$ cat config.mk
export PLATFORM = sky130hd
export DESIGN_NAME = wpi_ctrl
export DESIGN_NICKNAME = d
export VERILOG_FILES = /design/src/sv/wpi_pkg.sv /design/src/sv/wpi_ctrl.sv
export VERILOG_INCLUDE_DIRS = /design/src /design/src/sv
export SDC_FILE = /design/constraint.sdc
export NUM_CORES = 1
export LEC_CHECK = 0
export ABC_CLOCK_PERIOD_IN_PS = 2200
export BUFFER_PORTS_ARGS = -buffer_cell sky130_fd_sc_hd__buf_2
export CAP_MARGIN = 10
export CORE_ASPECT_RATIO = 1.2
export CORE_UTILIZATION = 40
export CTS_BUF_LIST = sky130_fd_sc_hd__clkbuf_4 sky130_fd_sc_hd__clkbuf_8
export DETAILED_ROUTE_END_ITERATION = 10
export PLACE_DENSITY_LB_ADDON = 0.05
export SETUP_SLACK_MARGIN = 0.2
export SYNTH_ARGS = -nofsm -noshare
export SYNTH_HDL_FRONTEND = slang
export SYNTH_SLANG_ARGS = --single-unit
$ cat constraint.sdc
create_clock -name clk_i -period 2.2 [get_ports clk_i]
set_input_delay 0 -clock clk_i [delete_from_list [all_inputs] [get_ports clk_i]]
set_output_delay 0 -clock clk_i [all_outputs]
set_load 0.02 [all_outputs]
$ cat src/sv/waypoint_pose_interpolator_assert.svh
// assertion macros for the waypoint pose interpolator
// used by modules that check their own control behavior
`ifndef WAYPOINT_POSE_INTERPOLATOR_ASSERT_SVH
`define WAYPOINT_POSE_INTERPOLATOR_ASSERT_SVH

// same-cycle implication, checked on clk_i while out of reset
`define WPI_ASSERT_IMP(lbl, ante, cons) \
  lbl: assert property (@(posedge clk_i) disable iff (!rst_ni) (ante) |-> (cons)) \
    else $error("wpi assertion failed");

// next-cycle implication
`define WPI_ASSERT_NXT(lbl, ante, cons) \
  lbl: assert property (@(posedge clk_i) disable iff (!rst_ni) (ante) |=> (cons)) \
    else $error("wpi assertion failed");

`endif

$ cat src/sv/wpi_pkg.sv
// shared types and constants of the waypoint pose interpolator
// no dependencies
package wpi_pkg;

  localparam int unsigned N_SLOTS   = 16;
  localparam int unsigned IDX_W     = 4;
  localparam int unsigned TIME_W    = 48;
  localparam int unsigned POS_W     = 32;
  localparam int unsigned HDG_W     = 16;
  localparam int unsigned FRAC_W    = 16;
  localparam int unsigned CNT_W     = 5;
  localparam int unsigned CFG_IDX_W = 2;
  localparam int unsigned CFG_W     = 32;
  localparam int unsigned DCNT_W    = 6;
  localparam int unsigned MUL_W     = 51;

  localparam logic [DCNT_W-1:0] DIV_MOD_STEPS  = DCNT_W'(TIME_W + 1);
  localparam logic [DCNT_W-1:0] DIV_FRAC_STEPS = DCNT_W'(FRAC_W + 1);

  localparam logic signed [POS_W-1:0] HEIGHT_RESET = 32'sd66191;

  localparam logic [CFG_IDX_W-1:0] CFG_LOOP   = 2'd0;
  localparam logic [CFG_IDX_W-1:0] CFG_HEIGHT = 2'd1;
  localparam logic [CFG_IDX_W-1:0] CFG_COUNT  = 2'd2;

  typedef struct packed {
    logic [TIME_W-1:0]        t;
    logic signed [POS_W-1:0]  x;
    logic signed [POS_W-1:0]  y;
    logic signed [HDG_W-1:0]  h;
  } entry_t;

  typedef enum logic [4:0] {
    CMD_NONE,
    CMD_LOAD,
    CMD_START,
    CMD_RD_LAST,
    CMD_CAP_LAST,
    CMD_MOD_START,
    CMD_DIV_STEP,
    CMD_MOD_FIN,
    CMD_OUT_FIRST,
    CMD_OUT_LAST,
    CMD_SRCH_START,
    CMD_SRCH_NEXT,
    CMD_SRCH_HIT,
    CMD_MUL_X,
    CMD_MUL_Y,
    CMD_MUL_H,
    CMD_HFIN,
    CMD_PUSH
  } cmd_e;

  typedef struct packed {
    logic in_load;
    logic in_query;
    logic need_wrap;
    logic le_first;
    logic ge_last;
    logic srch_stop;
    logic div_done;
  } dp_stat_t;

endpackage

$ cat src/sv/wpi_ctrl.sv
// controller: sequences table reads, wrap, search, division and interpolation
// depends on wpi_pkg and waypoint_pose_interpolator_assert.svh
`include "waypoint_pose_interpolator_assert.svh"
module wpi_ctrl (
  input  logic              clk_i,
  input  logic              rst_ni,
  input  logic              in_valid_i,
  output logic              in_ready_o,
  output logic              out_valid_o,
  input  logic              out_ready_i,
  input  wpi_pkg::dp_stat_t stat_i,
  output wpi_pkg::cmd_e     cmd_o
);
  import wpi_pkg::*;

  typedef enum logic [12:0] {
    S_IDLE     = 13'b0000000000001,
    S_RD_LAST  = 13'b0000000000010,
    S_CAP_LAST = 13'b0000000000100,
    S_CHECK    = 13'b0000000001000,
    S_MOD      = 13'b0000000010000,
    S_CLAMP    = 13'b0000000100000,
    S_SRCH     = 13'b0000001000000,
    S_FRAC     = 13'b0000010000000,
    S_MULX     = 13'b0000100000000,
    S_MULY     = 13'b0001000000000,
    S_MULH     = 13'b0010000000000,
    S_HFIN     = 13'b0100000000000,
    S_OUT      = 13'b1000000000000
  } state_e;

  state_e state_q, state_d;
  logic   out_valid_q, out_valid_d;

  assign in_ready_o  = state_q == S_IDLE;
  assign out_valid_o = out_valid_q;

  always_comb begin
    state_d = state_q;
    cmd_o   = CMD_NONE;
    case (state_q)
      S_IDLE: begin
        if (in_valid_i && stat_i.in_load) begin
          cmd_o = CMD_LOAD;
        end else if (in_valid_i && stat_i.in_query) begin
          cmd_o   = CMD_START;
          state_d = S_RD_LAST;
        end
      end
      S_RD_LAST: begin
        cmd_o   = CMD_RD_LAST;
        state_d = S_CAP_LAST;
      end
      S_CAP_LAST: begin
        cmd_o   = CMD_CAP_LAST;
        state_d = S_CHECK;
      end
      S_CHECK: begin
        if (stat_i.need_wrap) begin
          cmd_o   = CMD_MOD_START;
          state_d = S_MOD;
        end else begin
          state_d = S_CLAMP;
        end
      end
      S_MOD: begin
        if (stat_i.div_done) begin
          cmd_o   = CMD_MOD_FIN;
          state_d = S_CLAMP;
        end else begin
          cmd_o = CMD_DIV_STEP;
        end
      end
      S_CLAMP: begin
        if (stat_i.le_first) begin
          cmd_o   = CMD_OUT_FIRST;
          state_d = S_OUT;
        end else if (stat_i.ge_last) begin
          cmd_o   = CMD_OUT_LAST;
          state_d = S_OUT;
        end else begin
          cmd_o   = CMD_SRCH_START;
          state_d = S_SRCH;
        end
      end
      S_SRCH: begin
        if (stat_i.srch_stop) begin
          cmd_o   = CMD_SRCH_HIT;
          state_d = S_FRAC;
        end else begin
          cmd_o = CMD_SRCH_NEXT;
        end
      end
      S_FRAC: begin
        if (stat_i.div_done) begin
          state_d = S_MULX;
        end else begin
          cmd_o = CMD_DIV_STEP;
        end
      end
      S_MULX: begin
        cmd_o   = CMD_MUL_X;
        state_d = S_MULY;
      end
      S_MULY: begin
        cmd_o   = CMD_MUL_Y;
        state_d = S_MULH;
      end
      S_MULH: begin
        cmd_o   = CMD_MUL_H;
        state_d = S_HFIN;
      end
      S_HFIN: begin
        cmd_o   = CMD_HFIN;
        state_d = S_OUT;
      end
      S_OUT: begin
        if (!out_valid_q || out_ready_i) begin
          cmd_o   = CMD_PUSH;
          state_d = S_IDLE;
        end
      end
      default: state_d = S_IDLE;
    endcase
  end

  always_comb begin
    out_valid_d = out_valid_q;
    if (out_valid_q && out_ready_i) begin
      out_valid_d = 1'b0;
    end
    if (cmd_o == CMD_PUSH) begin
      out_valid_d = 1'b1;
    end
  end

  always_ff @(posedge clk_i or negedge rst_ni) begin
    if (!rst_ni) begin
      state_q     <= S_IDLE;
      out_valid_q <= 1'b0;
    end else begin
      state_q     <= state_d;
      out_valid_q <= out_valid_d;
    end
  end

  // a push never overwrites a result that has not been transferred
  `WPI_ASSERT_IMP(a_push_free, cmd_o == CMD_PUSH, !out_valid_q || out_ready_i)
  // a finished fraction goes straight to interpolation
  `WPI_ASSERT_NXT(a_frac_to_mul, state_q == S_FRAC && stat_i.div_done, state_q == S_MULX)
  // a new result only comes from the output state
  `WPI_ASSERT_IMP(a_rise_from_out, $rose(out_valid_q), $past(state_q) == S_OUT)

endmodule

# [Word-level counts from Yosys, hierarchy flattened]
# Cells that the tools add are included.
[totals] reg_bits=14 elab_cells=51 input_bits=11 output_inout_bits=7
[classes] mux=22 eq_ne=20 reduce_logical=7
[ops] cell="$pmux 13 s13" count=1
[ops] cell="$mux 13" count=8
[ops] cell="$pmux 5 s13" count=1
[ops] cell="$eq 13x1->1 const B" count=1
[ops] cell="$eq 13x10->1 const B" count=1
[ops] cell="$eq 13x11->1 const B" count=1
[ops] cell="$eq 13x12->1 const B" count=1
[ops] cell="$eq 13x13->1 const B" count=1
[ops] cell="$eq 13x2->1 const B" count=1
[ops] cell="$eq 13x3->1 const B" count=1
[ops] cell="$eq 13x4->1 const B" count=1
[ops] cell="$eq 13x5->1 const B" count=1
[ops] cell="$eq 13x6->1 const B" count=1
[ops] cell="$eq 13x7->1 const B" count=1
[ops] cell="$eq 13x8->1 const B" count=1
[ops] cell="$eq 13x9->1 const B" count=1
[ops] cell="$ne 2x2->1 const B" count=5
[ops] cell="$mux 3" count=3
[ops] cell="$mux 2" count=4
[ops] cell="$mux 6" count=1
[ops] cell="$reduce_and 6->1" count=1
[ops] cell="$eq 5x5->1 const B" count=1
[ops] cell="$mux 5" count=1
[ops] cell="$logic_and 1x1->1" count=3
[ops] cell="other kinds (5)" count=7

# [Longest topological paths before layout]
# Gate-level depths: netlist of run 1.
[depth] depth_word=6 ltp_mapped=7 depth_no_buf=5

# [Least setup slack after synthesis of run 1]
# Ideal clock, no wire load.
[synth_path] path_kind="flip-flop to flip-flop" from="reg state_q[1]" to="reg state_q[0]" n_path_buf=0 setup_ns=0.105 path_slack_ns=0.410 period_less_slack_ns=1.790 path_stages_with_launch=5 t_required_ns=2.095 t_arrival_ns=1.685 cell_sequence="dfrtp_1 -> nor4_4 -> nand3_1 -> o21ai_0 -> o41ai_1"
[synth_between] elab_chain_cells=3 elab_cells_between_ends=21 classes_between="eq/ne (19); mux (1); reduce/logical (1)"
[synth_rtl] item="start, declared" line="wpi_ctrl.sv:32" rtl="state_e state_q, state_d;"
[synth_rtl] item="start signal, assigned" line="wpi_ctrl.sv:142" rtl="state_q <= state_d;"
[synth_rtl] item="$eq 13x13->1, or another cell as far along" line="wpi_ctrl.sv:41" rtl="case (state_q)"
[synth_rtl] item="$ne 2x2->1 (no source line) / $ne 2x1->1 (equally long branches)"
[synth_rtl] item="$reduce_and 6->1 (no source line)"
# Parallel ways exist; a longest one is shown, timed or not.
# A chain may end at the register's enable or synchronous reset.

# [Worst setup path in the final report of run 1]
[layout_path] from="reg state_q[1]" to="out cmd_o[1]"
[layout_between] elab_chain_cells=2 elab_cells_between_ends=14 classes_between="eq/ne (13); mux (1)"
[layout_rtl] item="$eq 13x13->1, or another cell as far along" line="wpi_ctrl.sv:41"
[layout_rtl] item="$pmux 5 s13 (*)" line="wpi_ctrl.sv:41"
[layout_rtl] item="end, declared" line="wpi_ctrl.sv:12" rtl="output wpi_pkg::cmd_e cmd_o"
# Mark *: on every way between the ends. The rest lies on a longest branch, timed or not.

==> flow_summary.toml, run 1 <==
[synthesis]
yosysWarnings = 0
synth_area_leaders = "dfrtp_1, nor4_4, nand3_1, xor2_1, nor2_1"
ys_async_sr_fraction_pct = 100
synthXorXnorAreaFrac_pct = 4.32
synth_area_leader_cell = "dfrtp_1"
synth-main-ff-cell = "dfrtp_1"
syn_area_per_cell_um2 = 9.06
synth-simple-area-share_pct = 40.6
muxShareOfSynthArea_pct = 0
synthAdderAreaFrac_pct = 0
seq_area_frac_synth_pct = 34.6
synth_top_family_by_area = "simple AND/OR/NAND/NOR gates"
synth_cell_types = 43
synth-edff-count = 0
synth_top_area_share_pct = 32.1
syn_area_um2 = 1010
synth_compound_area_share_pct = 15.5
syn_inst = 112
syn-num-nets = 123
synth-seq-cells = 14

[timing]
rsz0062_at_grt = "yes"
finalMaxSlewViolations = 0
finalHoldViolations = 0
setup_viol = 0
finalSetupTns_ns = 0
fin_crit_sh_pct = 96.0
worst_clock_skew_ns = 0.00341
min_period_ns = 2.11
fmax_mhz = 474
setup_ws_ns = 0.0886
worstMarginPinSlew_ns = 0.390
relSlewSlack_pct = 73.6

[detailed_routing]
vias = 1059
ant_nets = 0
wl_per_cell_um = 16.3
firstDrtPassIters = 4
routed_wl_um = 2960
drt-vias-per-instance = 5.85
drt-initial-drc-count = 45
drc = 0

[global_route]
grt_max_degree = 15
grt_pass1_wl_um = 4460
antenna_found_initial = 0
gr-usage-all-layers_pct = 23.6
grt_pass1_vias = 984
gr-total-overflow = 0

[die]
initial_utilization_pct = 43.1
ios = 18
placement_rows = 19
core_um2 = 2350
fp.dieArea_um2 = 2740
die_width_um = 48.0
die_h_um = 57.2

[pwr]
irDropWorstVdd_v = 0.000554
power.leakage_nw = 0.657
power_density_nw_per_um2 = 590

[setup_path]
worstPathArrival_ns = 2.11
critical_path.endpoint_type = "primary output"
crit_required_ns = 2.20
cp-start-kind = "flop"
critical_path_class = "reg2out"
crit_fanout = 5

[clocking]
cts_tree = "yes"
cts_buffers = 3
htreeDepth = 1
cts_num_sinks = 14
clk-insertion-delay-late_ns = 0.28
clk_path_buf_depth = 2
root_buffer = "clkbuf_4"
path_clk_slew_ns = 0.09

[final_layout]
layout.nets = 162
area_delta_synth_final_pct = 40.8
layout_commonest_cell = "buf_4"
final_util_pct = 60.7
layout_common_cells = "buf_4, buf_2, nor2_1, dfrtp_2"
num_antenna_cells = 0
drive_gt1_share_pct = 50.7

[run]
drv_cap = 0

[placed_design]
dp_hpwl_um = 1960
place_ws_ns = 0.186
port_buffers = 17
gp_congestion = 0.866

[worst_hold_path]
hp-class = "in2reg"

[outcome]
status = "finished clean"
flip-flops by register name (all words and copies together) (netlist names):
register and cells:
state_q 13, out_valid_o 1
repair_timing:
action	4_1_cts	5_1_grt
setup endpoints to repair	7	4
cloned	0	0
gates resized for setup	25	8
endpoints found under the hold margin	15	0
pin swaps	6	4
hold buffers	2	0
setup buffers	17	3
cells by family (layout without fill, tap and decap cells):
group | after synthesis | after routing
AND/OR/NAND/NOR | 61 | 61
AO/OA/AOI/OAI | 22 | 22
flip-flops | 14 | 14
buffers and inverters | 10 | 48
XOR/XNOR | 5 | 5
per-stage QoR:
step	power (mW)	instances	cell area, µm²	hold slack (ns)
3_3_place_gp	0.540	155	1110	-0.0779
3_5_place_dp	0.539	155	1110	-0.0773
4_1_cts	0.816	178	1360	0.0120
2_1_floorplan	0.489	112	1010	-0.296
5_1_grt	0.888	181	1430	0.0101
6_report	0.843	181	1430	0.00986
final cells by class:
| class | count | area (µm²) |
|---|---|---|
| fill | 200 | 925 |
| multi-input combinational | 88 | 703 |
| sequential | 14 | 363 |
| timing repair buffer | 39 | 269 |
| tap | 31 | 38.8 |
| clock buffer | 4 | 36.3 |
| inverter | 5 | 18.8 |
cells in the mapped netlist, types with 2 or more instances:
master    count
nor4_1        2
nand3_1       8
or3b_2        2
dfrtp_1      13
o41ai_1       2
nor4b_1       3
inv_1         5
a21oi_1       4
xor2_1        4
or3_1         2
nand2_1       5
nand4_1       2
and4b_1       2
o311ai_0      2
nor2_1        9
nor4_4        2
buf_2         4
o21ai_0       5
a31oi_1       3
nor3_1        5
nor2b_1       4
nand2b_1      3
final timing paths:
check                                         from                      end  slack, ns  cells after the start
min in group asynchronous                   rst_ni  state_q[12]$_DFFE_PN0P_       0.13                      2
setup / recovery            state_q[1]$_DFFE_PN0P_                 cmd_o[1]       0.09                      6
setup reg to reg            state_q[7]$_DFFE_PN0P_   state_q[1]$_DFFE_PN0P_       0.27                      5
max in group asynchronous                   rst_ni   state_q[0]$_DFFE_PN1P_       1.77                      2
hold reg to reg            out_valid_o$_DFFE_PN0P_  out_valid_o$_DFFE_PN0P_       0.57                      2
hold / removal                           stat_i[4]   state_q[4]$_DFFE_PN0P_       0.01                      3
worst max-delay path, cell delays in order, from the launching register on:
cell and delay (ns):
dfrtp_2 0.44, nor4_4 0.41, nand3_2 0.19, or3_4 0.43
o311ai_2 0.09, a211o_1 0.16, buf_6 0.11
where the power goes:
part	internal, mW	switching [mW]	leakage [nW]	total (mW)
sequential	0.275	0.0146	0.177	0.290
combinational	0.177	0.185	0.459	0.363
clock	0.101	0.0895	0.0210	0.190
total	0.553	0.290	0.657	0.843
metal layers:
metal / share of wire (%) / vias to the layer above / track usage, %
li1: - / 500 / -
met1: 38 / 493 / 27.4
met2: 52 / 47 / 40.0
met3: 5.0 / 19 / 3.80
met4: 4.8 / 0 / 11.5
met5: 0 / - / 0
Power figures use the tool's default switching activity.
==> run 2, diff against run 1 <==
Settings changed: CORE_ASPECT_RATIO 1.2 to default.
==> run 2 against run 1 <==
Net effect: combinational power is 13% lower; fmax is 1.3% lower; routed wire length is 2.1% lower; cell area is 4.0% lower; global-route usage is 0.35 points lower; critical path depth stayed put; non-clock buffer count is 6 lower; cell count is 5.0% lower; first-iteration DRC count is 58% lower; critical path type unchanged.
==> flow_summary.toml, run 2 (synthesis gave the netlist of run 1 again) <==
[die]
core_um2 = 2300
die_h_um = 52.4
fp.dieArea_um2 = 2740
ios = 18
initial_utilization_pct = 44.2
die_width_um = 52.4
placement_rows = 17

[final_layout]
area_delta_synth_final_pct = 35.1
multiInputGateArea_um2 = 698
drive_gt1_share_pct = 47.2
layout_common_cells = "buf_4, buf_2, nor2_1"
regMostFlops = "state_q"
largest_register_ff_count = 13
fillers = 202
layout_commonest_cell = "buf_4"
seq_area_um2 = 362
layout.nets = 156
num_antenna_cells = 0

[setup_path]
crit_required_ns = 2.20
r2r_cells = 5
r2r-start = "state_q[7]$_DFFE_PN0P_"
critical_path_class = "reg2out"
cp-start-kind = "flop"
crit_fanout = 7
critical_path.endpoint_type = "primary output"
rrSetupSlack_ns = 0.29
r2r-end = "state_q[1]$_DFFE_PN0P_"
worstPathArrival_ns = 2.14

[timing]
whs_ns = 0.0135
min_period_ns = 2.14
fmax_mhz = 467
worst_clock_skew_ns = 0.0127
finalSetupTns_ns = 0
fin_crit_sh_pct = 97.3
finalMaxSlewViolations = 0
setup_viol = 0
rsz0062_at_grt = "yes"
relSlewSlack_pct = 67.9
finalHoldViolations = 0
worstMarginPinSlew_ns = 0.476

[pwr]
irDropWorstVdd_v = 0.000585
power.leakage_nw = 0.626
power_mw = 0.781
power_density_nw_per_um2 = 569

[detailed_routing]
drt-vias-per-instance = 5.93
wl_per_cell_um = 16.8
drt-initial-drc-count = 19
routed_wl_um = 2900
drc = 0
ant_nets = 0
vias = 1020
firstDrtPassIters = 4

[global_route]
grt_max_degree = 15
gr-total-overflow = 0
grt_pass1_vias = 944
grt_pass1_wl_um = 4550
antenna_found_initial = 0
gr-usage-all-layers_pct = 23.3

[clocking]
clk-insertion-delay-late_ns = 0.28
path_clk_slew_ns = 0.09
clk_path_buf_depth = 2
root_buffer = "clkbuf_4"
htreeDepth = 1
cts_num_sinks = 14
cts_buffers = 3
cts_tree = "yes"

[worst_hold_path]
whs_path_depth = 3
hold_end = "state_q[7]$_DFFE_PN0P_"
hold_start = "stat_i[1]"
hp-class = "in2reg"

[run]
drv_cap = 0

[placed_design]
port_buffers = 17
dp_hpwl_um = 2010
gp_congestion = 0.891

[outcome]
status = "finished clean"
## run 2: area by class of cell
cell class,instances,area share [%]
tap,28,2.55
timing repair buffer,33,16.6
multi-input combinational,88,50.9
clock buffer,4,2.19
inverter,5,1.37
sequential,14,26.4
## run 2: worst max-delay path by stage
stage	from	to	slack, ns
CTS	state_q[1]$_DFFE_PN0P_	cmd_o[0]	0.05
global route	state_q[2]$_DFFE_PN0P_	cmd_o[1]	-0.06
finish	state_q[9]$_DFFE_PN0P_	cmd_o[0]	0.06
floorplan	state_q[1]$_DFFE_PN0P_	state_q[0]$_DFFE_PN1P_	0.41
global placement	state_q[7]$_DFFE_PN0P_	cmd_o[0]	0.23
detailed placement	state_q[7]$_DFFE_PN0P_	cmd_o[0]	0.24
## run 2: report_power, final
part	internal (mW)	switching (mW)
sequential	0.275	0.0218
clock	0.0827	0.0851
combinational	0.150	0.165
total	0.508	0.272
## run 2: worst max-delay path: stages, from the launching register on
cell     delay, ns
dfrtp_2       0.47
nor3_4        0.09
and3_4        0.19
and4b_2       0.22
a31oi_1       0.22
or4b_4        0.50
buf_6         0.15
## run 2: repair_timing
item | CTS | global route
pin swaps | 6 | 11
hold endpoints to repair | 15 | 0
hold buffers | 2 | 0
setup buffers | 7 | 5
endpoints found under the setup margin | 3 | 7
resized for setup | 18 | 13
## run 2: per-stage QoR
step                      area (µm²)  utilization [%]  worst slack [ns]  cells
after global placement          1120             48.7             0.234    154
after global routing            1370             59.7           -0.0649    172
final                           1370             59.7            0.0598    172
after CTS                       1280             55.8            0.0489    167
after detailed placement        1120             48.7             0.241    154
after floorplan                 1010                -             0.410    112
## run 2: layer usage
| metal | track usage (%) | share of wire (%) |
|---|---|---|
| met5 | 0 | 0 |
| met4 | 7.02 | 2.9 |
| met3 | 6.09 | 4.3 |
| met2 | 38.4 | 51 |
| met1 | 29.4 | 42 |
==> run 3, diff against run 2 <==
Settings changed: ABC_CLOCK_PERIOD_IN_PS 2200 to 2500.
Clock period 2.2 ns to 2.5 ns, I/O delays scaled along.
==> run 3 against run 2 <==
Net effect: via count down 5.9%; sequential cell count did not move; highest routed layer unchanged; first-iteration DRC count increased by 68%; critical path depth stayed put; cell area fell by 13%; total power fell by 17%; clock power is essentially flat; critical path type unchanged; non-clock buffer count shrank 11; clock-buffer cell count stayed put; global-route usage is 1.4 points lower; hold slack improved by 0.012 ns; combinational power down 33%.
==> flow_summary.toml, run 3 (synthesis gave the netlist of run 1 again) <==
[detailed_routing]
drt-vias-per-instance = 5.96
firstDrtPassIters = 4
wl_per_cell_um = 15.9
drt-initial-drc-count = 32
drc = 0
routed_wl_um = 2560
ant_nets = 0
vias = 960

[timing]
relSlewSlack_pct = 72.8
finalMaxSlewViolations = 0
finalSetupTns_ns = 0
worst_clock_skew_ns = 0.00308
min_period_ns = 2.27
whs_ns = 0.0253
finalHoldViolations = 0
worstMarginPinSlew_ns = 0.403
fmax_mhz = 441
fin_crit_sh_pct = 90.8
setup_viol = 0
rsz0062_at_grt = "yes"

[final_layout]
layout_common_cells = "buf_2, dfrtp_1, nor2_1"
num_antenna_cells = 0
layout_commonest_cell = "buf_2"
regMostFlops = "state_q"
layout.nets = 145
fillers = 230
seq_area_um2 = 355
largest_register_ff_count = 13
area_delta_synth_final_pct = 17.8
multiInputGateArea_um2 = 614
drive_gt1_share_pct = 29.3

[setup_path]
rrSetupSlack_ns = 0.59
crit_required_ns = 2.50
critical_path_class = "reg2out"
r2r-start = "state_q[1]$_DFFE_PN0P_"
crit_fanout = 7
worstPathArrival_ns = 2.27
r2r_cells = 5
cp-start-kind = "flop"
r2r-end = "state_q[6]$_DFFE_PN0P_"
critical_path.endpoint_type = "primary output"

[worst_hold_path]
hold_end = "state_q[12]$_DFFE_PN0P_"
whs_path_depth = 3
hold_start = "stat_i[3]"
hp-class = "in2reg"

[die]
ios = 18
initial_utilization_pct = 44.2
die_width_um = 52.4
die_h_um = 52.4
placement_rows = 17
core_um2 = 2300
fp.dieArea_um2 = 2740

[clocking]
path_clk_slew_ns = 0.09
root_buffer = "clkbuf_4"
cts_buffers = 3
cts_num_sinks = 14
htreeDepth = 1
clk_path_buf_depth = 2
cts_tree = "yes"
clk-insertion-delay-late_ns = 0.29

[global_route]
grt_pass1_vias = 888
grt_pass1_wl_um = 4200
antenna_found_initial = 0
grt_max_degree = 15
gr-total-overflow = 0
gr-usage-all-layers_pct = 21.8

[pwr]
irDropWorstVdd_v = 0.000329
power_density_nw_per_um2 = 540
power.leakage_nw = 0.576
power_mw = 0.646

[outcome]
status = "finished clean"

[placed_design]
gp_congestion = 0.877
port_buffers = 17
dp_hpwl_um = 1970

[run]
drv_cap = 0
run 3: cell count changes in the layout (fill, tap and decap cells not counted), sizes merged:
cell / previous run / this run
dlygate4sd3: 2 / 3
dlymetal6s4s: 0 / 1
buf: 31 / 18
run 3: worst max path at each step:
stage               slack (ns)              startpoint                     end
floorplan                 0.71  state_q[1]$_DFFE_PN0P_  state_q[0]$_DFFE_PN1P_
global placement          0.50  state_q[4]$_DFFE_PN0P_                cmd_o[0]
detailed placement        0.54  state_q[4]$_DFFE_PN0P_                cmd_o[0]
CTS                       0.20  state_q[4]$_DFFE_PN0P_                cmd_o[1]
global route              0.13  state_q[6]$_DFFE_PN0P_                cmd_o[1]
finish                    0.23  state_q[1]$_DFFE_PN0P_                cmd_o[1]
run 3: stage by stage:
| step | instances | setup WS (ns) | util (%) | area [µm²] |
|---|---|---|---|---|
| final | 161 | 0.230 | 52.0 | 1190 |
| after global routing | 161 | 0.128 | 52.0 | 1190 |
| after CTS | 160 | 0.202 | 51.4 | 1180 |
| after detailed placement | 152 | 0.538 | 48.0 | 1100 |
| after global placement | 152 | 0.504 | 48.0 | 1100 |
| after floorplan | 112 | 0.710 | - | 1010 |
run 3: critical path, stage by stage, from the launching register on:
cell and delay [ns]:
dfrtp_2 0.46, nor4_4 0.42, nand3_1 0.20, or3_1 0.44, o311ai_0 0.14, a211o_1 0.16
buf_2 0.15
run 3: per-layer routing:
| layer | part of all wire, % | vias to the layer above | global-route usage, % |
|---|---|---|---|
| li1 | - | 465 | - |
| met1 | 46 | 458 | 29.2 |
| met2 | 46 | 28 | 31.4 |
| met3 | 4.6 | 9 | 3.19 |
| met4 | 3.3 | 0 | 15.8 |
| met5 | 0 | - | 0 |
run 3: timing repair:
action | in CTS | in global routing
setup buffers | 0 | 1
endpoints found under the setup margin | 0 | 4
gates resized for setup | 0 | 5
hold buffers | 4 | 0
hold endpoints to repair | 16 | 0
run 3: power by group:
group	leakage (nW)	internal, mW	switching, mW
Combinational	0.368	0.0933	0.119
Clock	0.0210	0.0888	0.0821
Sequential	0.187	0.242	0.0207
Total	0.576	0.424	0.222
run 3: layout make-up:
cell class | instances | area share, %
Clock buffer | 4 | 3.04
Inverter | 5 | 1.57
Multi-Input combinational cell | 88 | 51.4
Sequential cell | 14 | 29.7
Tap cell | 28 | 2.93
Timing Repair Buffer | 22 | 11.3
